--- src/rtl/pbd_pkg.sv ---
// pbd_pkg: shared types and constants of the packbits line decoder
// token passed from the front classifier to the back line tracker, queue status
// no dependencies
package pbd_pkg;

	localparam int CFG_IDX_W  = 4;
	localparam int CFG_DATA_W = 13;
	localparam int LINE_CFG_W = 13;

	localparam logic [CFG_IDX_W-1:0] REG_COMPRESSED = CFG_IDX_W'(0);
	localparam logic [CFG_IDX_W-1:0] REG_LINE_BYTES = CFG_IDX_W'(1);

	localparam logic [LINE_CFG_W-1:0] LINE_BYTES_RESET = LINE_CFG_W'(320);

	localparam logic [7:0] HDR_NOOP = 8'h80;

	localparam int QUEUE_DEPTH = 4;
	localparam int QPTR_W      = $clog2(QUEUE_DEPTH);
	localparam int QCNT_W      = $clog2(QUEUE_DEPTH + 1);

	typedef logic [2:0] tok_kind_t;

	localparam tok_kind_t TK_PASS = 3'd0; // byte passed through, compression off
	localparam tok_kind_t TK_RUN  = 3'd1; // literal or repeat header, count = run length
	localparam tok_kind_t TK_NOOP = 3'd2; // no-op header
	localparam tok_kind_t TK_LIT  = 3'd3; // literal data byte
	localparam tok_kind_t TK_REP  = 3'd4; // repeat value, count = repeat count

	typedef struct packed {
		tok_kind_t  kind;
		logic [7:0] value;
		logic [7:0] count;
		logic       last;
	} token_t;

	typedef struct packed {
		logic              full;
		logic              empty;
		logic [QCNT_W-1:0] count;
	} queue_stat_t;

endpackage

--- src/rtl/pbd_in_if.sv ---
// pbd_in_if: encoded byte channel, valid/ready with one byte per beat
// no dependencies
interface pbd_in_if;
	logic       valid;
	logic       ready;
	logic [7:0] in_byte;

	modport source(output valid, output in_byte, input ready);
	modport sink(input valid, input in_byte, output ready);
endinterface

--- src/rtl/pbd_front.sv ---
// pbd_front: accepts encoded bytes, tracks the run phase and classifies each byte
// depends on pbd_pkg and pbd_in_if
module pbd_front
	import pbd_pkg::*;
(
	input  logic       clk,
	input  logic       arst_n,
	pbd_in_if.sink     enc,
	input  logic       compressed,
	input  logic       full,
	output logic       push,
	output token_t     tok
);

	localparam logic [1:0] PH_HEADER  = 2'd0;
	localparam logic [1:0] PH_LITERAL = 2'd1;
	localparam logic [1:0] PH_REPEAT  = 2'd2;

	logic [1:0] phase_q, phase_n;
	logic [7:0] lit_left_q, lit_left_n;
	logic [7:0] b;
	logic [7:0] lit_dec;

	assign b        = enc.in_byte;
	assign enc.ready = !full;
	assign push     = enc.valid && !full;
	assign lit_dec  = (lit_left_q != 8'd0) ? lit_left_q - 8'd1 : lit_left_q;

	always_comb begin
		phase_n    = phase_q;
		lit_left_n = lit_left_q;
		tok.kind   = TK_NOOP;
		tok.value  = b;
		tok.count  = 8'd1;
		tok.last   = 1'b0;
		if (!compressed) begin
			// pass-through drops any pending run
			tok.kind   = TK_PASS;
			phase_n    = PH_HEADER;
			lit_left_n = 8'd0;
		end else begin
			unique case (phase_q)
				PH_LITERAL: begin
					tok.kind   = TK_LIT;
					tok.last   = (lit_dec == 8'd0);
					lit_left_n = lit_dec;
					if (lit_dec == 8'd0) begin
						phase_n = PH_HEADER;
					end
				end
				PH_REPEAT: begin
					tok.kind   = TK_REP;
					tok.count  = lit_left_q;
					phase_n    = PH_HEADER;
					lit_left_n = 8'd0;
				end
				default: begin
					phase_n = PH_HEADER;
					if (!b[7]) begin
						tok.kind   = TK_RUN;
						tok.count  = b + 8'd1;
						lit_left_n = b + 8'd1;
						phase_n    = PH_LITERAL;
					end else if (b != HDR_NOOP) begin
						// 1 - h for a negative header h
						tok.kind   = TK_RUN;
						tok.count  = 8'(9'd257 - {1'b0, b});
						lit_left_n = 8'(9'd257 - {1'b0, b});
						phase_n    = PH_REPEAT;
					end else begin
						tok.kind = TK_NOOP;
					end
				end
			endcase
		end
	end

	always_ff @(posedge clk or negedge arst_n) begin
		if (!arst_n) begin
			phase_q    <= PH_HEADER;
			lit_left_q <= 8'd0;
		end else if (push) begin
			phase_q    <= phase_n;
			lit_left_q <= lit_left_n;
		end
	end

endmodule

--- src/flat_wrapper.sv ---
// flat-port wrapper written by rule: the top's interface ports become plain ports
module pbd_front_flat import pbd_pkg::*;
  (clk, arst_n, compressed, full, push, tok, enc_valid, enc_in_byte, enc_ready);
  pbd_in_if enc_i ();
  input  logic clk;
  input  logic arst_n;
  input  logic compressed;
  input  logic full;
  output logic push;
  output token_t tok;
  input wire logic [$bits(enc_i.valid)-1:0] enc_valid;
  input wire logic [$bits(enc_i.in_byte)-1:0] enc_in_byte;
  output wire logic [$bits(enc_i.ready)-1:0] enc_ready;
  assign enc_i.valid = enc_valid;
  assign enc_i.in_byte = enc_in_byte;
  assign enc_ready = enc_i.ready;
  pbd_front u_core (.clk(clk), .arst_n(arst_n), .enc(enc_i), .compressed(compressed), .full(full), .push(push), .tok(tok));
endmodule
--- config.mk ---
export PLATFORM = sky130hd
export DESIGN_NAME = pbd_front_flat
export DESIGN_NICKNAME = d
export VERILOG_FILES = /design/src/rtl/pbd_pkg.sv /design/src/rtl/pbd_in_if.sv /design/src/rtl/pbd_front.sv /design/src/flat_wrapper.sv
export SDC_FILE = /design/constraint.sdc
export NUM_CORES = 1
export LEC_CHECK = 0
export ABC_AREA = 1
export BUFFER_PORTS_ARGS = -buffer_cell sky130_fd_sc_hd__buf_4
export CAP_MARGIN = 30
export CELL_PAD_IN_SITES_DETAIL_PLACEMENT = 0
export CELL_PAD_IN_SITES_GLOBAL_PLACEMENT = 1
export CORE_ASPECT_RATIO = 0.9
export CORE_MARGIN = 4
export CORE_UTILIZATION = 39
export DETAILED_ROUTE_END_ITERATION = 10
export PLACE_DENSITY = 0.92
export SYNTH_ARGS = -nofsm -noshare
export SYNTH_HDL_FRONTEND = slang
export SYNTH_SLANG_ARGS = --single-unit
--- constraint.sdc ---
create_clock -name clk -period 5.07 [get_ports clk]
set_input_delay 0.7605 -clock clk [delete_from_list [all_inputs] [get_ports clk]]
set_output_delay 0.7605 -clock clk [all_outputs]
set_load 0.02 [all_outputs]
* After elaboration in Yosys (flattened, before gate mapping)
Cells that the tools add are included.
** Cells by class
- Eq/ne operators :: 5
- Add/subtract/negate cells :: 3
- Reductions and logical operators :: 6
- Mux-type cells :: 19
** Operators by type and width (number)
- two-way mux 8 bit :: 6
- one-hot mux 8 bit (2 select lines) :: 2
- two-way mux 2 bit :: 5
- two-way mux 9 bit :: 1
- adder 8 x 1 -> 8 bit, second input constant :: 1
- logical NOT 8 bit :: 1
- inequality test 8 bit, second input constant :: 1
- nonzero test 8 bit :: 1
- subtractor 1 x 8 -> 8 bit, first input constant :: 1
- subtractor 8 x 1 -> 8 bit, second input constant :: 1
- two-way mux 3 bit :: 2
- one-hot mux 3 bit (2 select lines) :: 1
- inequality test 5 x 2 -> 1 bit, second input constant :: 1
- one-hot mux 2 bit (2 select lines) :: 1
- AND reduction 2 bit :: 2
- inequality test 3 x 2 -> 1 bit, second input constant :: 1
- equality test 2 x 1 -> 1 bit, second input constant :: 1
- equality test 2 bit, second input constant :: 1
- logical AND 1 bit :: 1
- logical NOT 1 bit :: 1
- two-way mux 1 bit :: 1
** Word-level totals
- Bits in registers :: 10
- Output and inout bits :: 22
- Word-level logic and storage cells :: 35
- Bits of input ports :: 13

* Logic depth before layout (Yosys ltp)
- Depth in word-level cells :: 6
- Mapped depth :: 14

* Least setup slack after synthesis
No wires, ideal clock.
- Kind :: register to output
- From :: register u_core.lit_left_q[0]
- To :: output tok[0] (netlist bit)
- Data required time :: 4.310 ns
- Path slack :: 2.499 ns
- Data arrival time :: 1.811 ns
- Stages on the path, launching flop included :: 9
- Cell sequence :: dfrtp_1 -> inv_1 -> ha_1 -> nand2_4 -> nor2_8 -> inv_6 -> nand3_2 -> nand2_1 -> nor4_1
** RTL lines
- start, declared :: line pbd_front.sv:20 : logic [7:0] lit_left_q, lit_left_n;
- start signal, assigned :: line pbd_front.sv:84 : lit_left_q <= lit_left_n;
- end, declared :: line flat_wrapper.sv:10 : output token_t tok;

==> impl_metrics.env <==
export IMPL_outcome="complete, no violations"
export IMPL_area_growth_synth_to_final_pct=21.2
export IMPL_die_h_um=63.2
export IMPL_diodes=0
export IMPL_yosys_cell_types_count=32
export IMPL_place_ws_ns=2.21
export IMPL_drt_iter0_markers=112
export IMPL_postLayoutCoreUtil=0.506
export IMPL_vias_per_cell=5.05
export IMPL_final_max_slew_viol_count=0
export IMPL_io_pins=35
export IMPL_ant_nets=0
export IMPL_worstMarginPinSlew_ns=0.480
export IMPL_clock_sinks=10
export IMPL_nNetsFinal=260
export IMPL_dieArea_mm2=0.00438
export IMPL_slew_headroom=0.680
export IMPL_critPathKind="flip-flop to output port"
export IMPL_use_met3=0.0461
export IMPL_dr_pass1_iters=4
export IMPL_cp_arrival_ns=2.32
export IMPL_drv_cap=0
export IMPL_crit_path_start_kind="flip-flop"
export IMPL_cp_end_kind="output port"
export IMPL_core_area_mm2=0.00316
export IMPL_clk_latency_ns=0.24
export IMPL_wl_um=3560
export IMPL_vias=1410
export IMPL_ir_drop_uv=240
export IMPL_grt_pass1_vias=1293
export IMPL_layout_drive_gt1_share=0.253
export IMPL_grt_total_usage=0.164
export IMPL_cts_setup_buffers=0
export IMPL_grt_ovfl_total=0
export IMPL_top_usage_layer="met2"
export IMPL_fmax_mhz=324
export IMPL_clk_path_buf_depth=2
export IMPL_fp_dieW_um=69.3
export IMPL_drcViolationCount=0
export IMPL_ff2ff_path_depth=13
export IMPL_postSynthNetCount=231
export IMPL_power_leakage_nw=0.851
export IMPL_hold_class="input pin to asynchronous set/reset pin"
export IMPL_met2_usage=0.246
export IMPL_start_util=0.417
export IMPL_hpwl_um=2920
export IMPL_multi_input_area_um2=883
export IMPL_rsz0062_at_grt="false"
export IMPL_wl_per_cell_um=12.8
export IMPL_setup_violations_final=0
export IMPL_mostFrequentLayoutCell="nand2_1"
export IMPL_place_area_mm2=0.00156
export IMPL_path_clk_slew_ns=0.05
export IMPL_cts_tree="yes"
export IMPL_htree_levels=1
export IMPL_cts_hold_buf=0
export IMPL_mostFrequentLayoutCells="49 x nand2_1, 34 x buf_4, 25 x inv_1, 22 x nand3_1, 18 x nor2_1"
export IMPL_ys_warn_count=0
export IMPL_antenna_found_initial=0
export IMPL_ys_seq_area_frac=0.190
export IMPL_gr_usage_met1=0.240
export IMPL_required_ns=4.31
export IMPL_worst_slack_ns=1.99
export IMPL_finalHoldViolations=0
export IMPL_powerDensity_mw_per_mm2=418
export IMPL_final_fill_count=348
export IMPL_worstPathMaxFanout=14
export IMPL_port_buffers=34
export IMPL_synthCells=210
export IMPL_period_share=0.608
export IMPL_seq_area_um2=250
export IMPL_fin_area_mm2=0.00160
export IMPL_root_buffer="clkbuf_8"
export IMPL_clock_skew_final_ns=0.00990
export IMPL_gp_routability_congestion=0.838
export IMPL_syn_area_mm2=0.00132
export IMPL_avgSynthCellArea_um2=6.29
export IMPL_fp_row_count=19
export IMPL_grt_pass1_wl_um=6000
export IMPL_grt_max_degree=15
export IMPL_cts_buffers=3
export IMPL_cts_resized_gates=0
export IMPL_yosys_register_bits=10
export IMPL_fin_tns_setup_ns=0
export IMPL_min_period_ns=3.09
==> cells by family (layout without fill, tap and decap cells) <==
kind of cell	count (synthesis)	after routing	synth area share
and+or+nand+nor	117	117	0.446
buffers and inverters	40	67	0.141
AOI/OAI and AO/OA	33	33	0.135
DFF	10	10	0.190
adders and majority gates	8	8	0.0758
xor gates and xnor gates	2	2	0.0133
==> flip-flops by register name (all words and copies together), names as in the netlist <==
name,flops
u_core.lit_left_q,8
u_core.phase_q,2
==> metal layers <==
| metal | vias up | share of wire |
|---|---|---|
| li1 | 734 | - |
| met4 | 0 | 0.0059 |
| met3 | 2 | 0.066 |
| met2 | 43 | 0.42 |
| met1 | 631 | 0.51 |
| met5 | - | 0 |
==> critical path: stages, from the launching register on <==
cell and delay, ns:
dfrtp_1 0.39, inv_1 0.06, ha_1 0.41, inv_1 0.28, nor3_2 0.40, inv_1 0.18, and3_1 0.22, buf_4 0.16
==> cell usage after synthesis (all sizes together) <==
library cell / count / area share
clkbuf: 1 / 0.0028
o21ai: 24 / 0.091
nor2: 22 / 0.088
o22ai: 1 / 0.0047
inv: 30 / 0.089
nand4: 3 / 0.014
a21oi: 4 / 0.015
nor3: 2 / 0.011
or2: 2 / 0.0095
a211oi: 2 / 0.011
o211ai: 1 / 0.0057
nand2: 57 / 0.18
o311ai: 1 / 0.0066
xor2: 2 / 0.013
ha: 8 / 0.076
and3: 4 / 0.019
nor4: 1 / 0.0047
buf: 9 / 0.049
dfrtp: 10 / 0.19
nand3: 26 / 0.11
==> through the flow <==
stage	hold slack [ns]	total power, W	instances
global placement	0.511	0.000582	276
detailed placement	0.502	0.000585	276
finish	0.343	0.000669	279
floorplan	0.465	0.000474	210
CTS	0.351	0.000667	279
global route	0.347	0.000732	279
==> where the power goes <==
group	switching [W]	internal [W]
Sequential	0.0000245	0.0000990
Clock	0.0000313	0.0000520
Combinational	0.000296	0.000166
==> worst paths after layout <==
path | startpoint | to | slack, ns
setup / recovery | u_core.phase_q[0] | tok[5] | 1.99
hold / removal | arst_n | u_core.lit_left_q[4] | 0.34
setup reg to reg | u_core.lit_left_q[0] | u_core.phase_q[0] | 3.24
hold reg to reg | u_core.phase_q[1] | u_core.phase_q[1] | 0.51
max in group asynchronous | arst_n | u_core.lit_left_q[5] | 4.57
min in group clk | u_core.phase_q[1] | u_core.phase_q[1] | 0.51
==> final cells by class <==
| type | count | area share |
|---|---|---|
| timing repair buffer | 34 | 0.160 |
| tap | 42 | 0.0328 |
| sequential | 10 | 0.156 |
| inverter | 30 | 0.0735 |
| clock buffer | 3 | 0.0258 |
| multi-input combinational | 160 | 0.552 |
Power figures use the tool's default switching activity.
