File: src/rtl/pbd_pkg.sv
// pbd_pkg: shared types and constants of the packbits line decoder
// token passed from the front classifier to the back line tracker, queue status
// no dependencies
package pbd_pkg;

	localparam int CFG_IDX_W  = 4;
	localparam int CFG_DATA_W = 13;
	localparam int LINE_CFG_W = 13;

	localparam logic [CFG_IDX_W-1:0] REG_COMPRESSED = CFG_IDX_W'(0);
	localparam logic [CFG_IDX_W-1:0] REG_LINE_BYTES = CFG_IDX_W'(1);

	localparam logic [LINE_CFG_W-1:0] LINE_BYTES_RESET = LINE_CFG_W'(320);

	localparam logic [7:0] HDR_NOOP = 8'h80;

	localparam int QUEUE_DEPTH = 4;
	localparam int QPTR_W      = $clog2(QUEUE_DEPTH);
	localparam int QCNT_W      = $clog2(QUEUE_DEPTH + 1);

	typedef logic [2:0] tok_kind_t;

	localparam tok_kind_t TK_PASS = 3'd0; // byte passed through, compression off
	localparam tok_kind_t TK_RUN  = 3'd1; // literal or repeat header, count = run length
	localparam tok_kind_t TK_NOOP = 3'd2; // no-op header
	localparam tok_kind_t TK_LIT  = 3'd3; // literal data byte
	localparam tok_kind_t TK_REP  = 3'd4; // repeat value, count = repeat count

	typedef struct packed {
		tok_kind_t  kind;
		logic [7:0] value;
		logic [7:0] count;
		logic       last;
	} token_t;

	typedef struct packed {
		logic              full;
		logic              empty;
		logic [QCNT_W-1:0] count;
	} queue_stat_t;

endpackage

File: src/rtl/pbd_queue.sv
// pbd_queue: short token queue between the front classifier and the back stage
// depends on pbd_pkg
module pbd_queue
	import pbd_pkg::*;
(
	input  logic        clk,
	input  logic        arst_n,
	input  logic        push,
	input  token_t      push_tok,
	input  logic        pop,
	output token_t      head,
	output queue_stat_t stat
);

	token_t            slot_q [QUEUE_DEPTH];
	logic [QPTR_W-1:0] wr_ptr_q, rd_ptr_q;
	logic [QCNT_W-1:0] count_q;

	assign head       = slot_q[rd_ptr_q];
	assign stat.count = count_q;
	assign stat.full  = (count_q == QCNT_W'(QUEUE_DEPTH));
	assign stat.empty = (count_q == '0);

	always_ff @(posedge clk) begin
		if (push) begin
			slot_q[wr_ptr_q] <= push_tok;
		end
	end

	always_ff @(posedge clk or negedge arst_n) begin
		if (!arst_n) begin
			wr_ptr_q <= '0;
			rd_ptr_q <= '0;
			count_q  <= '0;
		end else begin
			if (push) begin
				wr_ptr_q <= wr_ptr_q + QPTR_W'(1);
			end
			if (pop) begin
				rd_ptr_q <= rd_ptr_q + QPTR_W'(1);
			end
			if (push && !pop) begin
				count_q <= count_q + QCNT_W'(1);
			end else if (pop && !push) begin
				count_q <= count_q - QCNT_W'(1);
			end
		end
	end

endmodule

File: config.mk
export PLATFORM = sky130hd
export DESIGN_NAME = pbd_queue
export DESIGN_NICKNAME = d
export VERILOG_FILES = /design/src/rtl/pbd_pkg.sv /design/src/rtl/pbd_queue.sv
export SDC_FILE = /design/constraint.sdc
export NUM_CORES = 1
export LEC_CHECK = 0
export BUFFER_PORTS_ARGS = -buffer_cell sky130_fd_sc_hd__buf_2
export CAP_MARGIN = 20
export CORE_ASPECT_RATIO = 0.75
export CORE_MARGIN = 2
export CORE_UTILIZATION = 30
export CTS_CLUSTER_DIAMETER = 30
export CTS_CLUSTER_SIZE = 28
export DETAILED_ROUTE_END_ITERATION = 8
export PLACE_DENSITY = 0.61
export SYNTH_ARGS = -nofsm -noshare
export SYNTH_HDL_FRONTEND = slang
export SYNTH_SLANG_ARGS = --single-unit
File: constraint.sdc
create_clock -name clk -period 1.5 [get_ports clk]
set_input_delay 0.45 -clock clk [delete_from_list [all_inputs] [get_ports clk]]
set_output_delay 0.45 -clock clk [all_outputs]
set_load 0.01 [all_outputs]
; After elaboration in Yosys (flattened, before gate mapping)
; Memory sizes are Yosys's and may differ from the RTL's.
; Index checks and enable logic that the tools add are counted.
[totals]
out_inout_bits = 25
input_bits = 24
elab_cells = 19
mem_bits_rw = 80
register_bits = 7
mem_count = 1
[op_classes]
n_mux = 4
n_eq_ne = 1
n_reduce_logical = 6
n_addsub = 4
[mem_list]
columns = name, depth, width, rd, rd_clocked_by_memory_dff, write_ports, line
row1 = slot_q, 4, 20, 1, 0, 1, pbd_queue.sv:15  ; token_t slot_q [QUEUE_DEPTH];
[op_table]
columns = operator, count
row1 = 2-to-1 mux 3 bit, 2
row2 = adder 2 x 1 -> 2 bit (second input constant), 2
row3 = adder 3 x 1 -> 3 bit (second input constant), 1
row4 = equality test 3 bit (second input constant), 1
row5 = zero test 3 bit, 1
row6 = subtractor 3 x 1 -> 3 bit (second input constant), 1
row7 = logical AND 1 bit, 2
row8 = zero test 1 bit, 2
row9 = 2-to-1 mux 1 bit, 2
row10 = nonzero test 2 bit, 1

; Logic depth before layout (Yosys ltp)
; Gate-level depths: netlist of the first run.
[logic_depth]
word_depth = 4
depth_mapped = 7
ltp_nobuf = 7

; Worst setup path before layout of the first run
; No wires, ideal clock.
[synth_timing]
kind = register -> output
from = reg rd_ptr_q[0]
to = out head[10] (netlist bit)
setup_slack_ns = -0.084
arrival_ns = 1.134
path_stages_with_launch = 3
required_ns = 1.050
n_path_buf = 1
cell_sequence = dfrtp_1 -> buf_6 -> mux4_2
[synth_lines]
columns = element, line
row1 = "start, declared", pbd_queue.sv:16  ; logic [QPTR_W-1:0] wr_ptr_q, rd_ptr_q;
row2 = "start signal, assigned", pbd_queue.sv:40  ; rd_ptr_q <= rd_ptr_q + QPTR_W'(1);
row3 = "end, declared", pbd_queue.sv:11  ; output token_t head,

==> results of run 1 <==
-- area by class of cell --
class                      count  area [sq um]  area share, %
inverter                       4          15.0          0.347
clock buffer                  11           233           5.38
sequential                    87          2580           59.6
clock inverter                 4          47.5           1.10
multi-input combinational     43           678           15.7
tap                          140           175           4.05
timing repair buffer          72           599           13.8
-- worst min-delay path by stage --
stage               slack (ns)                      to
floorplan                 0.15  count_q[0]$_DFFE_PN0P_
global placement          0.30  count_q[2]$_DFFE_PN0P_
detailed placement        0.30  count_q[1]$_DFFE_PN0P_
CTS                       0.32  slot_q[0][5]$_DFFE_PP_
global route              0.32  slot_q[0][2]$_DFFE_PP_
finish                    0.33  slot_q[1][5]$_DFFE_PP_
-- timing repair --
action                     in CTS  in global routing
hold endpoints to repair        7                  0
setup endpoints to repair      22                 23
buffers inserted                4                  1
gates resized for setup        15                  7
hold buffers                    1                  0
gates cloned                    0                  0
pin swaps                       2                  3
-- stage by stage --
step	total power [mW]	hold WS, ns	cell area (sq um)
finish	8.56	0.330	4330
detailed placement	6.11	0.299	3890
floorplan	4.89	0.154	3300
global route	9.03	0.319	4330
CTS	8.58	0.318	4280
global placement	6.04	0.298	3890
-- kinds of logic (layout without fill, tap and decap cells) --
kind of cell / Yosys count / count (layout)
XOR/XNOR: 6 / 6
AND/OR/NAND/NOR: 9 / 9
buffers and inverters: 8 / 91
flip-flops: 87 / 87
adder cells (fa/ha/maj): 6 / 6
multiplexers: 21 / 21
AO/OA/AOI/OAI: 1 / 1
-- where the power goes --
| group | total (mW) | internal (mW) | switching, mW | leakage (nW) |
|---|---|---|---|---|
| registers | 3.42 | 3.20 | 0.218 | 0.815 |
| clock network | 2.08 | 1.27 | 0.808 | 0.137 |
| logic | 3.06 | 1.75 | 1.31 | 0.611 |
| total | 8.56 | 6.23 | 2.33 | 1.56 |
-- synth_stat cells --
cell | number | area share (%)
mux2_2 | 1 | 0.34
nor3b_1 | 1 | 0.23
xnor2_1 | 2 | 0.53
nand2_1 | 2 | 0.23
nor2_1 | 1 | 0.11
inv_1 | 4 | 0.46
xor2_1 | 4 | 1.1
mux4_2 | 18 | 12
o21ai_0 | 1 | 0.15
dfrtp_1 | 7 | 5.3
and2_1 | 4 | 0.76
buf_6 | 2 | 0.69
mux4_1 | 2 | 1.6
edfxtp_1 | 80 | 73
ha_1 | 5 | 1.9
fa_1 | 1 | 0.61
nor3_1 | 1 | 0.15
buf_2 | 2 | 0.30
-- per-layer routing --
layer	global-route usage, %	vias up	part of all wire (%)	wire length [microns]
met2	16.5	43	50	2900
met4	4.78	0	1.8	107
met3	4.70	10	5.5	321
met1	13.2	810	43	2490
li1	-	720	-	-
met5	0	-	0	0
-- registers in the layout, indices dropped and copies added, names as in the netlist --
name and count:
count_q 3, slot_q 80, rd_ptr_q 2, wr_ptr_q 2
-- worst max-delay path, delay by kind of cell (launching register included) --
kind / cells / cell delay, ns
muxes: 1 / 0.53
buffers and inverters: 2 / 0.31
DFF: 1 / 0.44
==> results_dict.tcl, run 1 <==
set metrics [dict create \
    run_status "finished, violations left" \
    failed_checks "negative setup slack" \
    crit_chain "buf_12 -> mux4_2 -> buf_6" \
    initial_core_util_pct 30.5 \
    worst_path_largest_cell_delay_ns 0.53 \
    port-buffer-count 48 \
    postLayoutSetupSlackWorst_ns -0.577 \
    globalRoute.totalOverflow 0 \
    finalCriticalPeriod_ns 2.08 \
    worstSetupEndpointType "output port" \
    ys_seq_area_share_pct 78.5 \
    clkTransAtPathRegs_ns 0.06 \
    fillCellCount 959 \
    firstDrtPassIters 4 \
    ctsRootBufferMaster "clkbuf_16" \
    layout.cells.most_common "edfxtp_1" \
    die-height_microns 94.6 \
    critical_path.slowest_cell "mux4_2" \
    yosysWarnings 0 \
    drc_errors 0 \
    n_antenna_cell 0 \
    r2r_slack_ns 0.09 \
    synth-adder-area-share_pct 2.52 \
    cp_max_fo 10 \
    cts_tree "done" \
    synth_fp_nets 168 \
    dominant_combinational_cell_family_by_area_after_synthesis "multiplexers" \
    ant_nets 0 \
    power.static_leakage_nw 1.56 \
    drive_gt1_share_pct 51.6 \
    critical_path_class "flip-flop to output port" \
    cells_on_worst_hold_path 1 \
    post_drt_via_cell_ratio 4.39 \
    largest_net_degree_at_the_start_of_global_routing 14 \
    report.final.setup_viol 22 \
    detailedPlace.worstSlack_ns -0.236 \
    floorplan.io_pins 49 \
    first_global_vias 1638 \
    layout_worst_path_cycle_share_pct 138 \
    tritoncts_num_sinks 87 \
    cts_htree_levels 3 \
    ff2ff_path_depth 5 \
    fin_skew_ns 0.00303 \
    hold_path_startpoint "push_tok[5]" \
    worst_ep_required_time_ns 1.05 \
    timing.max_slew.rel_slack_pct 88.0 \
    synth_compound_gate_area_share_pct 0.152 \
    synth_simple_gate_area_share_pct 1.49 \
    wl_microns 5820 \
    rsz0062_at_grt "yes" \
    max_freq_ghz 0.481 \
    end_point_of_the_critical_path "head[8]" \
    critPathLaunch "rd_ptr_q[0]$_DFFE_PN0P_" \
    yosysUniqueCellTypes 18 \
    core_area_sq_um 10800 \
    tritoncts.num_buffers 9 \
    area_delta_synth_final_pct 31.8 \
    vias 1583 \
    place.gp.congestion 0.646 \
    number_of_standard_cells_after_synthesis 138 \
    syn_avg_cell_area_sq_um 23.8 \
    arrival_time_at_the_worst_endpoint_ns 1.63 \
    synth-seq-cells 87 \
    grt_pass1_wl_microns 8980 \
    finalSetupTns_ns -10.89 \
    rr_endpoint "count_q[2]$_DFFE_PN0P_" \
    grt.total_usage_pct 10.7 \
    powerDensity_nw_per_um2 1980 \
    max-vdd-ir-drop_uv 907 \
    mux_contribution_to_synthesized_area_pct 14.3 \
    final_util_pct 40.2 \
    layoutNonFillerInstCount 361 \
    most-common-layout-cells "80 x edfxtp_1, 33 x buf_2, 20 x mux4_2" \
    hold_path.class "input port to flip-flop" \
    crit-reg2reg-launch "count_q[1]$_DFFE_PN0P_" \
    clkLatencyLatePin_ns 0.33 \
    chip_width_microns 125 \
    report.final.hold_viol_count 0 \
    placement_rows 33 \
    drt_iter0_markers 106 \
    max_slew.worst_pin.slew_ns 0.180 \
    maximum_count_of_clock_buffers_along_a_single_path 2 \
    drv.max_cap_violation_count 0 \
    dieArea_sq_um 11800 \
    yosys.area_share.xor_xnor_pct 1.60 \
    critPathLaunchType "flip-flop" \
    routedWlPerCell_microns 16.1 \
    final_net_count 247 \
    antenna_found_initial 0 \
    syn-cell-area_sq_um 3280 \
    report.final.slew_viol_count 0 \
    placed_cells_incl_taps 340 \
    dp.final_hpwl_microns 4050 \
]
Power figures use the tool's default switching activity.
==> run 2: changes to the inputs <==
Settings changed: CTS_BUF_LIST set to sky130_fd_sc_hd__clkbuf_8.
==> run 2 against run 1 <==
The run still ends with negative setup slack left. Critical path depth stayed put. Total power is 7.1% lower. Worst setup slack worse by 0.024 ns. Flip-flop and latch count is the same. Critical path type unchanged. Largest cell class unchanged.
==> results_dict.tcl, run 2 (same netlist as run 1, synthesis figures left out) <==
set metrics [dict create \
    crit-reg2reg-launch "count_q[1]$_DFFE_PN0P_" \
    ctsRootBufferMaster "clkbuf_8" \
    grt.met3_usage_pct 4.53 \
    layoutNonFillerInstCount 360 \
    max_ffs_per_register 80 \
    drc_errors 0 \
    critical_path_buf_inv_count 2 \
    critPathLaunchType "flip-flop" \
    report.final.hold_viol_count 0 \
    chip_width_microns 125 \
    powerDensity_nw_per_um2 1890 \
    worstSetupEndpointType "output port" \
    post-route-cell-area_sq_um 4220 \
    crit_chain "buf_12 -> mux4_2 -> buf_6" \
    layout.cells.most_common "edfxtp_1" \
    drv.max_cap_violation_count 0 \
    arrival_time_at_the_worst_endpoint_ns 1.65 \
    dieArea_sq_um 11800 \
    tritoncts_num_sinks 87 \
    worst_path_largest_cell_delay_ns 0.53 \
    failed_checks "negative setup slack" \
    final_util_pct 39.2 \
    die-height_microns 94.6 \
    fin_skew_ns 0.00456 \
    most-common-layout-cells "80 x edfxtp_1, 33 x buf_2, 20 x mux4_2" \
    worst_ep_required_time_ns 1.05 \
    port-buffer-count 48 \
    floorplan.io_pins 49 \
    report.final.slew_viol_count 0 \
    clkLatencyLatePin_ns 0.35 \
    tritoncts.num_buffers 9 \
    cts_tree "done" \
    ant_nets 0 \
    critical_path.slowest_cell "mux4_2" \
    globalRouteMet2Util_pct 16.6 \
    worst-path-stages 3 \
    worst_hold_slack_ns 0.307 \
    placement.cell_area_sq_um 3890 \
    timing.max_slew.rel_slack_pct 88.0 \
    grt_pass1_wl_microns 8930 \
    largest_register "slot_q" \
    power.static_leakage_nw 1.52 \
    postLayoutSetupSlackWorst_ns -0.601 \
    category_of_cells_accounting_for_the_largest_share_of_critical_path_delay "multiplexers" \
    detailedPlace.worstSlack_ns -0.236 \
    max_freq_ghz 0.476 \
    end_point_of_the_critical_path "head[8]" \
    biggestRegsByFlops "slot_q (80), count_q (3)" \
    vias 1571 \
    post_drt_via_cell_ratio 4.36 \
    rr_endpoint "count_q[2]$_DFFE_PN0P_" \
    core_area_sq_um 10800 \
    r2r_slack_ns 0.08 \
    grt_use_met1_pct 12.9 \
    critPathLaunch "rd_ptr_q[0]$_DFFE_PN0P_" \
    run_status "finished, violations left" \
    area_delta_synth_final_pct 28.5 \
    dp.final_hpwl_microns 4050 \
    wl_microns 5890 \
    placed_cells_incl_taps 340 \
    drt_iter0_markers 105 \
    n_antenna_cell 0 \
    hold_path.class "input port to flip-flop" \
    grt.total_usage_pct 10.6 \
    clkTransAtPathRegs_ns 0.08 \
    first_global_vias 1643 \
    finalCriticalPeriod_ns 2.10 \
    maximum_count_of_clock_buffers_along_a_single_path 2 \
    cp_max_fo 10 \
    max-vdd-ir-drop_uv 627 \
    layout_worst_path_cycle_share_pct 140 \
    critical_path_class "flip-flop to output port" \
    final_net_count 246 \
    report.final.setup_viol 22 \
    routedWlPerCell_microns 16.3 \
    busiest_layer "met2" \
    place.gp.congestion 0.646 \
    antenna_found_initial 0 \
    initial_core_util_pct 30.5 \
    globalRoute.totalOverflow 0 \
    placement_rows 33 \
    drive_gt1_share_pct 51.4 \
    ff2ff_path_depth 5 \
    firstDrtPassIters 4 \
    largest_net_degree_at_the_start_of_global_routing 14 \
    max_slew.worst_pin.slew_ns 0.180 \
    cts_htree_levels 3 \
    rsz0062_at_grt "yes" \
]
==> run 2: what timing repair did <==
item / in CTS / in global routing
cloned: 0 / 0
gates resized for setup: 15 / 7
hold buffers: 1 / 0
buffers inserted: 4 / 0
endpoints found under the setup margin: 22 / 23
endpoints found under the hold margin: 7 / 0
pin swaps: 2 / 3
==> run 2: worst min path at each step <==
stage | from | to | slack, ns | cells after the start
after floorplan | arst_n | count_q[0]$_DFFE_PN0P_ | 0.15 | 0
after global placement | arst_n | count_q[2]$_DFFE_PN0P_ | 0.30 | 1
after detailed placement | arst_n | count_q[1]$_DFFE_PN0P_ | 0.30 | 1
after CTS | push_tok[18] | slot_q[2][18]$_DFFE_PP_ | 0.28 | 1
after global routing | push_tok[2] | slot_q[0][2]$_DFFE_PP_ | 0.29 | 1
final | push_tok[5] | slot_q[3][5]$_DFFE_PP_ | 0.31 | 1
==> run 2: routing by layer <==
| layer | vias to the layer above | part of all wire (%) | wire length, microns |
|---|---|---|---|
| li1 | 714 | - | - |
| met4 | 0 | 1.6 | 95 |
| met2 | 35 | 50 | 2930 |
| met5 | - | 0 | 0 |
| met3 | 10 | 5.3 | 311 |
| met1 | 812 | 43 | 2550 |
==> run 2: area by class of cell <==
class,instances,area (sq um)
inverters,4,15.0
well taps,140,175
multi-input cells,43,678
fillers,972,6560
flip-flops and latches,87,2580
clock inverters,6,55.1
repair buffers,71,592
clock buffers,9,124
==> run 2: power breakdown <==
part | leakage (nW) | switching, mW | internal, mW | total [mW]
combinational | 0.606 | 1.31 | 1.74 | 3.05
sequential | 0.815 | 0.216 | 3.20 | 3.42
clock | 0.0991 | 0.751 | 0.742 | 1.49
total | 1.52 | 2.28 | 5.68 | 7.96
==> run 2: stage by stage <==
stage               setup TNS [ns]  power, mW
global route                -12.85       8.39
global placement             -4.26       6.04
floorplan                    -1.44       4.89
CTS                         -12.37       7.98
detailed placement           -4.50       6.11
finish                      -11.43       7.96
