--- src/rtl/pbd_pkg.sv ---
// pbd_pkg: shared types and constants of the packbits line decoder
// token passed from the front classifier to the back line tracker, queue status
// no dependencies
package pbd_pkg;

	localparam int CFG_IDX_W  = 4;
	localparam int CFG_DATA_W = 13;
	localparam int LINE_CFG_W = 13;

	localparam logic [CFG_IDX_W-1:0] REG_COMPRESSED = CFG_IDX_W'(0);
	localparam logic [CFG_IDX_W-1:0] REG_LINE_BYTES = CFG_IDX_W'(1);

	localparam logic [LINE_CFG_W-1:0] LINE_BYTES_RESET = LINE_CFG_W'(320);

	localparam logic [7:0] HDR_NOOP = 8'h80;

	localparam int QUEUE_DEPTH = 4;
	localparam int QPTR_W      = $clog2(QUEUE_DEPTH);
	localparam int QCNT_W      = $clog2(QUEUE_DEPTH + 1);

	typedef logic [2:0] tok_kind_t;

	localparam tok_kind_t TK_PASS = 3'd0; // byte passed through, compression off
	localparam tok_kind_t TK_RUN  = 3'd1; // literal or repeat header, count = run length
	localparam tok_kind_t TK_NOOP = 3'd2; // no-op header
	localparam tok_kind_t TK_LIT  = 3'd3; // literal data byte
	localparam tok_kind_t TK_REP  = 3'd4; // repeat value, count = repeat count

	typedef struct packed {
		tok_kind_t  kind;
		logic [7:0] value;
		logic [7:0] count;
		logic       last;
	} token_t;

	typedef struct packed {
		logic              full;
		logic              empty;
		logic [QCNT_W-1:0] count;
	} queue_stat_t;

endpackage

--- src/rtl/pbd_out_if.sv ---
// pbd_out_if: decoded result channel, valid/ready with one result per beat
// no dependencies
interface pbd_out_if;
	logic       valid;
	logic       ready;
	logic [7:0] out_value;
	logic [7:0] repeat_count;
	logic       end_of_line;
	logic       overrun;

	modport source(output valid, output out_value, output repeat_count,
		output end_of_line, output overrun, input ready);
	modport sink(input valid, input out_value, input repeat_count,
		input end_of_line, input overrun, output ready);
endinterface

--- src/rtl/pbd_back.sv ---
// pbd_back: carries out tokens against the scan line and drives the result register
// depends on pbd_pkg and pbd_out_if
module pbd_back
	import pbd_pkg::*;
#(
	parameter int MAX_LINE_BYTES = 4096
) (
	input  logic                  clk,
	input  logic                  arst_n,
	input  logic [LINE_CFG_W-1:0] line_bytes,
	input  token_t                head,
	input  logic                  head_valid,
	output logic                  pop,
	pbd_out_if.source             dec
);

	localparam int LW = $clog2(MAX_LINE_BYTES + 1);

	logic [LW-1:0] line_left_q, line_left_n;
	logic          run_over_q, run_over_n;
	logic [LW-1:0] reload_len;
	logic [LW-1:0] base;
	logic          produces;
	logic          can_load;
	logic          res_eol;
	logic          res_ovr;
	logic [7:0]    res_cnt;

	logic          out_valid_q;
	logic [7:0]    out_value_q;
	logic [7:0]    out_count_q;
	logic          out_eol_q;
	logic          out_ovr_q;

	// line length clamped to 1..MAX_LINE_BYTES
	always_comb begin
		if (line_bytes == '0) begin
			reload_len = LW'(1);
		end else if (32'(line_bytes) > MAX_LINE_BYTES) begin
			reload_len = LW'(MAX_LINE_BYTES);
		end else begin
			reload_len = LW'(line_bytes);
		end
	end

	assign base     = (line_left_q == '0) ? reload_len : line_left_q;
	assign produces = (head.kind == TK_PASS) || (head.kind == TK_LIT) || (head.kind == TK_REP);
	assign can_load = !out_valid_q || dec.ready;
	assign pop      = head_valid && (!produces || can_load);

	always_comb begin
		line_left_n = line_left_q;
		run_over_n  = run_over_q;
		res_eol     = 1'b0;
		res_ovr     = 1'b0;
		res_cnt     = 8'd1;
		unique case (head.kind)
			TK_PASS: begin
				line_left_n = base - LW'(1);
				run_over_n  = 1'b0;
				res_eol     = (base == LW'(1));
			end
			TK_RUN: begin
				if (32'(head.count) > 32'(base)) begin
					run_over_n  = 1'b1;
					line_left_n = '0;
				end else begin
					run_over_n  = 1'b0;
					line_left_n = base - LW'(head.count);
				end
			end
			TK_NOOP: begin
				line_left_n = base;
			end
			TK_LIT: begin
				res_eol = head.last && (line_left_q == '0);
				res_ovr = run_over_q;
			end
			TK_REP: begin
				res_cnt = head.count;
				res_eol = (line_left_q == '0);
				res_ovr = run_over_q;
			end
			default: begin
				line_left_n = line_left_q;
			end
		endcase
	end

	always_ff @(posedge clk or negedge arst_n) begin
		if (!arst_n) begin
			line_left_q <= '0;
			run_over_q  <= 1'b0;
			out_valid_q <= 1'b0;
		end else begin
			if (pop) begin
				line_left_q <= line_left_n;
				run_over_q  <= run_over_n;
			end
			if (pop && produces) begin
				out_valid_q <= 1'b1;
			end else if (dec.ready) begin
				out_valid_q <= 1'b0;
			end
		end
	end

	always_ff @(posedge clk) begin
		if (pop && produces) begin
			out_value_q <= head.value;
			out_count_q <= res_cnt;
			out_eol_q   <= res_eol;
			out_ovr_q   <= res_ovr;
		end
	end

	assign dec.valid        = out_valid_q;
	assign dec.out_value    = out_value_q;
	assign dec.repeat_count = out_count_q;
	assign dec.end_of_line  = out_eol_q;
	assign dec.overrun      = out_ovr_q;

endmodule

--- src/flat_wrapper.sv ---
// flat-port wrapper written by rule: the top's interface ports become plain ports
module pbd_back_flat import pbd_pkg::*;
#(
	parameter int MAX_LINE_BYTES = 4096
)
  (clk, arst_n, line_bytes, head, head_valid, pop, dec_valid, dec_out_value, dec_repeat_count, dec_end_of_line, dec_overrun, dec_ready);
  pbd_out_if dec_i ();
  input  logic clk;
  input  logic arst_n;
  input  logic [LINE_CFG_W-1:0] line_bytes;
  input  token_t head;
  input  logic head_valid;
  output logic pop;
  output wire logic [$bits(dec_i.valid)-1:0] dec_valid;
  output wire logic [$bits(dec_i.out_value)-1:0] dec_out_value;
  output wire logic [$bits(dec_i.repeat_count)-1:0] dec_repeat_count;
  output wire logic [$bits(dec_i.end_of_line)-1:0] dec_end_of_line;
  output wire logic [$bits(dec_i.overrun)-1:0] dec_overrun;
  input wire logic [$bits(dec_i.ready)-1:0] dec_ready;
  assign dec_valid = dec_i.valid;
  assign dec_out_value = dec_i.out_value;
  assign dec_repeat_count = dec_i.repeat_count;
  assign dec_end_of_line = dec_i.end_of_line;
  assign dec_overrun = dec_i.overrun;
  assign dec_i.ready = dec_ready;
  pbd_back #(.MAX_LINE_BYTES(MAX_LINE_BYTES)) u_core (.clk(clk), .arst_n(arst_n), .line_bytes(line_bytes), .head(head), .head_valid(head_valid), .pop(pop), .dec(dec_i));
endmodule
--- config.mk ---
export PLATFORM = sky130hd
export DESIGN_NAME = pbd_back_flat
export DESIGN_NICKNAME = d
export VERILOG_FILES = /design/src/rtl/pbd_pkg.sv /design/src/rtl/pbd_out_if.sv /design/src/rtl/pbd_back.sv /design/src/flat_wrapper.sv
export SDC_FILE = /design/constraint.sdc
export NUM_CORES = 1
export LEC_CHECK = 0
export BUFFER_PORTS_ARGS = -buffer_cell sky130_fd_sc_hd__buf_2
export CAP_MARGIN = 20
export CORE_UTILIZATION = 57
export CTS_CLUSTER_SIZE = 28
export DETAILED_ROUTE_END_ITERATION = 6
export PLACE_DENSITY = 0.83
export SETUP_SLACK_MARGIN = 0.2
export SYNTH_ARGS = -nofsm -noshare
export SYNTH_HDL_FRONTEND = slang
export SYNTH_SLANG_ARGS = --single-unit
export TNS_END_PERCENT = 100
--- constraint.sdc ---
create_clock -name clk -period 7.3 [get_ports clk]
set_input_delay 0.365 -clock clk [delete_from_list [all_inputs] [get_ports clk]]
set_output_delay 0.365 -clock clk [all_outputs]
set_load 0.005 [all_outputs]
After elaboration in Yosys (flattened, before gate mapping)
Index checks and enable logic that the tools add are counted.
{"block": "word_totals", "regBits": 33, "inputBits": 37, "out_inout_bits": 20, "wordCells": 44}
{"block": "classes", "addsub": 2, "order_cmp": 2, "n_eq_ne": 5, "n_mux": 10, "reduce_logical": 18}
{"cell": "two-way mux 13 bit", "n": 4}
{"cell": "case mux 13 bit (3 select lines)", "n": 1}
{"cell": "zero test 13 bit", "n": 2}
{"cell": "== test 13 x 1 -> 1 bit (second input constant)", "n": 1}
{"cell": "greater-than comparator 13 bit (second input constant)", "n": 1}
{"cell": "greater-than comparator 8 x 13 -> 1 bit", "n": 1}
{"cell": "subtractor 13 x 1 -> 13 bit (second input constant)", "n": 1}
{"cell": "subtractor 13 x 8 -> 13 bit", "n": 1}
{"cell": "== test 3 x 2 -> 1 bit (second input constant)", "n": 2}
{"cell": "logical OR 1 bit", "n": 4}
{"cell": "AND reduction 2 bit", "n": 2}
{"cell": "nonzero test 2 bit", "n": 2}
{"cell": "== test 3 x 1 -> 1 bit (second input constant)", "n": 1}
{"cell": "== test 3 bit (second input constant)", "n": 1}
{"cell": "logical AND 1 bit", "n": 3}
{"cell": "zero test 3 bit", "n": 1}
{"cell": "two-way mux 1 bit", "n": 3}
{"cell": "case mux 1 bit (3 select lines)", "n": 1}
{"cell": "nonzero test 3 bit", "n": 1}
{"cell": "zero test 1 bit", "n": 2}
{"cell": "case mux 1 bit (2 select lines)", "n": 1}
{"cell": "OR reduction 2 bit", "n": 1}

Depth between registers and ports, before layout
Gate-level depths: netlist (run 1).
{"block": "depth", "ltp_word": 8, "depth_mapped": 14, "ltp_nobuf": 14}

Worst setup path before layout (run 1)
OpenSTA, ideal clock, no wires.
{"block": "synth_path", "kind": "in2reg", "startpoint": "input line_bytes[9]", "endpoint": "register u_core.line_left_q[10]", "setup_ns": 0.126, "arrival_time_ns": 3.594, "required_time_ns": 7.174, "slack_ns": 3.580, "cell_stages": 13, "n_path_buf": 0, "path_cell_list": "or4_4 -> o41a_1 -> nor3b_4 -> nor2_1 -> inv_1 -> ha_1 -> a21o_1 -> or3_1 -> o221a_2 -> nor4_4 -> a21oi_4 -> and2_1 -> o32a_1"}
{"block": "synth_via", "elab_chain_cells": 7, "word_cells_on_any_way": 10, "classes_between": "add/sub: 2; order compare: 2; mux: 5; reduce/logical: 1"}
{"element": "start: declaration", "line": "flat_wrapper.sv:10", "text": "input logic [LINE_CFG_W-1:0] line_bytes;"}
{"element": "greater-than comparator 13 bit", "line": "pbd_back.sv:39", "text": "end else if (32'(line_bytes) > MAX_LINE_BYTES) begin"}
{"element": "two-way mux 13 bit", "line": "pbd_back.sv:39"}
{"element": "two-way mux 13 bit (*)", "line": "pbd_back.sv:37", "text": "if (line_bytes == '0) begin"}
{"element": "two-way mux 13 bit (*)", "line": "pbd_back.sv:46", "text": "assign base = (line_left_q == '0) ? reload_len : line_left_q;"}
{"element": "subtractor 13 x 8 -> 13 bit or greater-than comparator 8 x 13 -> 1 bit (tied branches)", "line": "pbd_back.sv:69, pbd_back.sv:64"}
{"element": "two-way mux 13 bit", "line": "pbd_back.sv:64", "text": "if (32'(head.count) > 32'(base)) begin"}
{"element": "case mux 13 bit (3 select lines) (*)", "line": "pbd_back.sv:57", "text": "unique case (head.kind)"}
{"element": "end signal: assignment", "line": "pbd_back.sv:97", "text": "line_left_q <= line_left_n;"}
{"element": "end: declaration", "line": "pbd_back.sv:19", "text": "logic [LW-1:0] line_left_q, line_left_n;"}
Every way passes the cells marked *; elsewhere a longest branch is shown, timed or not.
A chain may end at the register's enable or synchronous reset.

Final worst setup path (run 1)
{"block": "layout_path", "startpoint": "register u_core.line_left_q[3]", "endpoint": "register u_core.line_left_q[8]"}
{"block": "layout_via", "elab_chain_cells": 5, "word_cells_on_any_way": 7, "classes_between": "add/sub: 2; order compare: 1; mux: 3; reduce/logical: 1"}
{"element": "zero test 13 bit", "line": "pbd_back.sv:46"}
{"element": "two-way mux 13 bit (*)", "line": "pbd_back.sv:46"}
{"element": "subtractor 13 x 8 -> 13 bit or greater-than comparator 8 x 13 -> 1 bit (tied branches)", "line": "pbd_back.sv:69, pbd_back.sv:64"}
{"element": "two-way mux 13 bit", "line": "pbd_back.sv:64"}
{"element": "case mux 13 bit (3 select lines) (*)", "line": "pbd_back.sv:57"}
Marked as above.

==> metrics.cfg, run 1 <==
[power_and_ir_drop]
swShare_pct=44.0
power.internal_uw=531
ir_drop_uv=152
p_sw_uw=417
p_clk_share_pct=18.8
p_leak_uw=0.00132
p_comb_share_pct=51.2
p_per_area_nw_per_um2=309
power_frac_seq_pct=30.0

[job]
maxCapViolations=0

[synthesis]
synth-seq-area-share_pct=34.9
synth_edf_count=18
synth_top_cell_area_share_pct=20.6
syn_nets=330
syn_avg_cell_area_um2=9.34
syn_area_um2=2620
synth_area_leaders=edfxtp_1 (21%), dfrtp_1 (14%), ha_1 (5.2%)
synth-seq-cells=33
ys_async_sr_fraction_pct=45.5
synth_ff_type=edfxtp_1
yosysWarnings=0
ys_types=72
netlist.top_cell.by_area=edfxtp_1
syn_inst=281

[layout]
n_antenna_cell=0
layout_commonest_cell=buf_2
syn_to_final_growth_pct=17.1
fin_cells=391
fillers=341
layout_common_cells=buf_2 (56), nor2_1 (28), inv_1 (18), edfxtp_1 (18), nand2_1 (17)
drive_gt1_share_pct=27.1
nNetsFinal=387

[die]
die_area_um2=4880
pin_count=57
die_w_um=69.8
rows=24
core_area_um2=4380
start_util_pct=59.8
die_h_um=69.8

[global_routing]
grt_max_degree=22
overflow=0
antenna_found_initial=0
grt_first_pass_wirelength_um=11400
grt_util_all_layers_pct=29.5
first_global_vias=2321

[clocking]
cts.sink_count=33
htree_num_levels=2
cts_made_buffers=5
cts-root-buf=clkbuf_8
clk_latency_ps=290
path_clk_slew_ps=80
clk_path_buf_depth=2
cts_tree=done

[sta]
maxSlewViolCount=0
worstMarginPinSlew_ps=700
period_minus_slack_ps=4080
hold_violations=0
rsz0062_at_grt=no
finalHoldWorstSlack_ps=243
relSlewSlack_pct=53.3
setup_viol=0
totalNegativeSetupSlack_ps=0
fin_skew_ps=8.06
final.period_utilization_pct=55.9
fmax_ghz=0.245

[worst_setup_path]
crit_arrival_ps=4240
start_kind=flip-flop
cp_slowest_cell=a2111oi_0
cp_common_cell=nor3_1
required_ps=7460
crit_family=simple AND/OR/NAND/NOR gates
crit_type=reg -> reg
max_stage_delay_ps=450
path_cells=nor3_2 -> nand4_2 -> nor2_1 -> a21o_1 -> inv_1 -> ha_1 -> fa_1 -> nor2b_1 -> o2111ai_1 -> a31oi_1 -> or2_2 -> nor3_1 -> a2111oi_0 -> nor3_1
end_kind=flip-flop
critPathMaxFanout=9
path_buf_inv=1

[drt]
drc=0
dr.pass1.iters=5
num_vias=2488
drt_wl_total_um=6810
avgViaCountPerCell=6.36
drt_iter0_drc=264
ant_nets=0
drt-wirelength-per-cell_um=17.4

[place]
dp.final_hpwl_um=5140
place_congestion=0.902
io_buffers=56
post-place-cells=382

[worst_hold_path]
min_path_type=in -> reg

[run_status]
outcome=complete, no violations

path summary, 6_finish.rpt:
check                                           start                      end  cells past startpoint  slack (ps)
worst min register to register       u_core.dec.valid         u_core.dec.valid                      2         520
min in group asynchronous                      arst_n    u_core.line_left_q[5]                      2         510
worst min-delay path                         head[13]  u_core.dec.out_value[4]                      1         240
max in group asynchronous                      arst_n    u_core.line_left_q[0]                      2        6510
worst max register to register  u_core.line_left_q[3]    u_core.line_left_q[8]                     14        3220
worst max-delay path            u_core.line_left_q[3]    u_core.line_left_q[8]                     14        3220
layout make-up:
type | count | area, µm² | area share [%]
inverter | 18 | 67.6 | 2.20
sequential | 33 | 916 | 29.8
clock buffer | 5 | 68.8 | 2.24
clock inverter | 3 | 46.3 | 1.51
timing repair buffer | 60 | 313 | 10.2
multi-input combinational | 220 | 1600 | 52.0
tap | 52 | 65.1 | 2.12
flip-flops by register name, indices dropped and copies added, names as in the netlist:
register                 cells
u_core.line_left_q          13
u_core.dec.out_value         8
u_core.dec.repeat_count      8
u_core.dec.end_of_line       1
u_core.dec.overrun           1
u_core.dec.valid             1
u_core.run_over_q            1
logic make-up (layout without fill, tap and decap cells):
kind of cell | count (synthesis) | count (layout) | synth area share [%]
and+or+nand+nor | 108 | 108 | 23.7
buffers and inverters | 28 | 86 | 4.24
AOI/OAI and AO/OA | 87 | 87 | 26.4
xor gates and xnor gates | 10 | 10 | 3.34
DFF | 33 | 33 | 34.9
adders and majority gates | 12 | 12 | 6.01
muxes | 3 | 3 | 1.34
stage by stage:
stage / utilization (%) / setup WS (ps) / cell area (µm²) / power [µW]
2_1_floorplan: - / 3580 / 2620 / 640
3_3_place_gp: 67.2 / 3310 / 2950 / 745
3_5_place_dp: 67.2 / 3220 / 2950 / 756
4_1_cts: 70.1 / 3330 / 3070 / 937
5_1_grt: 70.1 / 2810 / 3070 / 1010
6_report: 70.1 / 3220 / 3070 / 948
routing by layer:
metal / wire length, µm / global-route usage [%] / share of wire, %
met1: 3040 / 42.2 / 45
met2: 3040 / 43.9 / 45
met3: 553 / 6.10 / 8.1
met4: 169 / 11.1 / 2.5
met5: 0 / 0 / 0
synthesized netlist by cell type, types with 3 or more instances:
library cell and instances:
xnor2_1 6, nor4_1 7, o21ai_1 7, a211oi_1 3
nand2b_1 4, a221oi_1 3, inv_1 18, a21oi_1 16
nand2_1 17, a31oi_1 4, o21a_1 4, edfxtp_1 18
nor2_1 28, dfrtp_1 15, nand3_1 4, nor3_1 9
o21ai_0 9, ha_1 11, o211ai_1 4, and2_1 4
clkbuf_1 7, a41o_1 3, o31ai_1 4, a21o_1 3
and3_1 8, or3_1 3, xor2_1 4, nand4_1 3
repair_timing:
item                      in CTS  in global routing
resized for setup              0                  0
hold endpoints to repair      15                  0
hold buffers                   1                  0
setup buffers                  0                  0
power by group through the flow:
stage / clock network, µW / registers, µW / logic, µW
floorplan: 0 / 273 / 367
global placement: 0 / 284 / 460
detailed placement: 0 / 286 / 470
CTS: 179 / 282 / 475
global route: 186 / 290 / 535
finish: 178 / 285 / 485
No activity file was read; power rests on OpenSTA's default activity.
==> inputs of run 2 (changes only) <==
- CORE_UTILIZATION: 57 -> 55
- PLACE_DENSITY: 0.83 -> 0.81
- clock period: 7.3 -> 4.06 ns (I/O delays scaled with it)
==> run 2 against run 1 <==
The run now ends with design-rule violations left; sequential share of layout area decreased by 1.2 points; combinational power increased by 98%; die area rose by 3.5%; register-to-register slack got worse by 2900 ps; clock skew grew 1.7 ps; largest power group unchanged; highest routed layer unchanged.
==> metrics.cfg, run 2 (same netlist as run 1, synthesis figures left out) <==
[layout]
drive_gt1_share_pct=32.8
n_antenna_cell=0
fin_cells=403
layout_common_cells=buf_2 (56), nor2_1 (27), inv_1 (18), edfxtp_1 (18), nand2_1 (17)
nNetsFinal=399
fillers=363
regMostFlops=u_core.line_left_q
syn_to_final_growth_pct=23.0
largest_register_ffs=13
layout_commonest_cell=buf_2

[power_and_ir_drop]
power.total_uw=1830
p_clk_share_pct=18.3
power.internal_uw=1020
swShare_pct=44.5
p_comb_share_pct=52.5
p_sw_uw=814
p_per_area_nw_per_um2=567
ir_drop_uv=332
p_leak_uw=0.00138
power_frac_seq_pct=29.2

[clocking]
cts_made_buffers=5
clk_path_buf_depth=2
cts.sink_count=33
cts_tree=done
htree_num_levels=2
clk_latency_ps=290
cts-root-buf=clkbuf_8
path_clk_slew_ps=80

[worst_setup_path]
required_ps=4250
crit_type=reg -> reg
start_kind=flip-flop
critPathMaxFanout=10
end_kind=flip-flop
crit_arrival_ps=3970

[global_routing]
overflow=0
first_global_vias=2515
antenna_found_initial=0
grt_max_degree=22
grt_util_all_layers_pct=30.1
grt_first_pass_wirelength_um=11700

[drt]
drt_iter0_drc=288
drc=4
num_vias=2695
dr.pass1.iters=7
drt-wirelength-per-cell_um=18.9
avgViaCountPerCell=6.69
ant_nets=0
drt_wl_total_um=7630

[job]
maxCapViolations=0

[sta]
period_minus_slack_ps=3790
final.period_utilization_pct=93.2
setup_viol=0
finalHoldWorstSlack_ps=85.0
fin_ws_ps=274
rsz0062_at_grt=no
worstMarginPinSlew_ps=695
hold_violations=0
fin_skew_ps=9.73
fmax_ghz=0.264
relSlewSlack_pct=52.5
maxSlewViolCount=0
totalNegativeSetupSlack_ps=0

[die]
rows=24
pin_count=57
die_w_um=71.1
core_area_um2=4470
die_area_um2=5050
start_util_pct=58.6
die_h_um=71.1

[place]
dp.final_hpwl_um=5390
io_buffers=56
place_congestion=0.911
pre_cts_slack_ps=134
post-place-cells=387

[run_status]
violations=design-rule violations
outcome=finished, violations left

[worst_hold_path]
min_path_type=in -> reg

[run 2: worst paths after layout]
check                           cells after the start  slack (ps)                   start                      end
worst max-delay path                               16         270  u_core.line_left_q[12]   u_core.line_left_q[11]
worst min-delay path                                1          90                head[12]  u_core.dec.out_value[3]
worst max register to register                     16         270  u_core.line_left_q[12]   u_core.line_left_q[11]
worst min register to register                      2         530       u_core.run_over_q        u_core.run_over_q
max in group asynchronous                           2        3390                  arst_n    u_core.line_left_q[5]
min in group asynchronous                           2         360                  arst_n    u_core.line_left_q[9]
[run 2: metrics by stage]
| stage | utilization [%] | area (µm²) |
|---|---|---|
| 2_1_floorplan | - | 2620 |
| 3_3_place_gp | 66.7 | 2990 |
| 3_5_place_dp | 66.7 | 2990 |
| 4_1_cts | 69.6 | 3120 |
| 5_1_grt | 72.1 | 3230 |
| 6_report | 72.1 | 3230 |
[run 2: power by group through the flow]
stage | Clock [µW] | Sequential [µW] | Combinational (µW)
after global placement | 0 | 511 | 853
final | 335 | 535 | 961
after global routing | 339 | 538 | 1050
after CTS | 332 | 509 | 877
after detailed placement | 0 | 516 | 869
after floorplan | 0 | 491 | 660
[run 2: timing repair]
item	in CTS	in global routing
endpoints found under the setup margin	0	12
resized for setup	0	13
hold buffers	1	0
setup buffers	0	6
hold endpoints to repair	15	0
[run 2: layout make-up]
| type | count | area [µm²] | share of cell area [%] |
|---|---|---|---|
| clock buffer | 6 | 82.6 | 2.56 |
| clock inverter | 2 | 37.5 | 1.16 |
| inverter | 18 | 67.6 | 2.09 |
| multi-input combinational | 221 | 1660 | 51.3 |
| sequential | 33 | 922 | 28.6 |
| tap | 52 | 65.1 | 2.02 |
| timing repair buffer | 71 | 395 | 12.3 |
[run 2: critical path, stage by stage, from the launching register on]
cell      delay (ps)
dfrtp_2          450
nor4_4           320
nand4_2          180
buf_4            210
nor2_4           290
a21oi_1          240
inv_1            100
ha_1             270
o211ai_1         170
a21oi_1           90
o221a_2          350
nor4_4           270
buf_4            190
buf_4            120
a31oi_1           80
o31a_1           280
o31ai_2           80
[run 2: layer usage]
metal	vias to the layer above	track usage [%]	wire length, µm
met4	0	9.78	195
met2	190	49.5	3570
met1	1252	40.2	3140
met3	30	5.70	721
met5	-	0	0
li1	1223	-	-
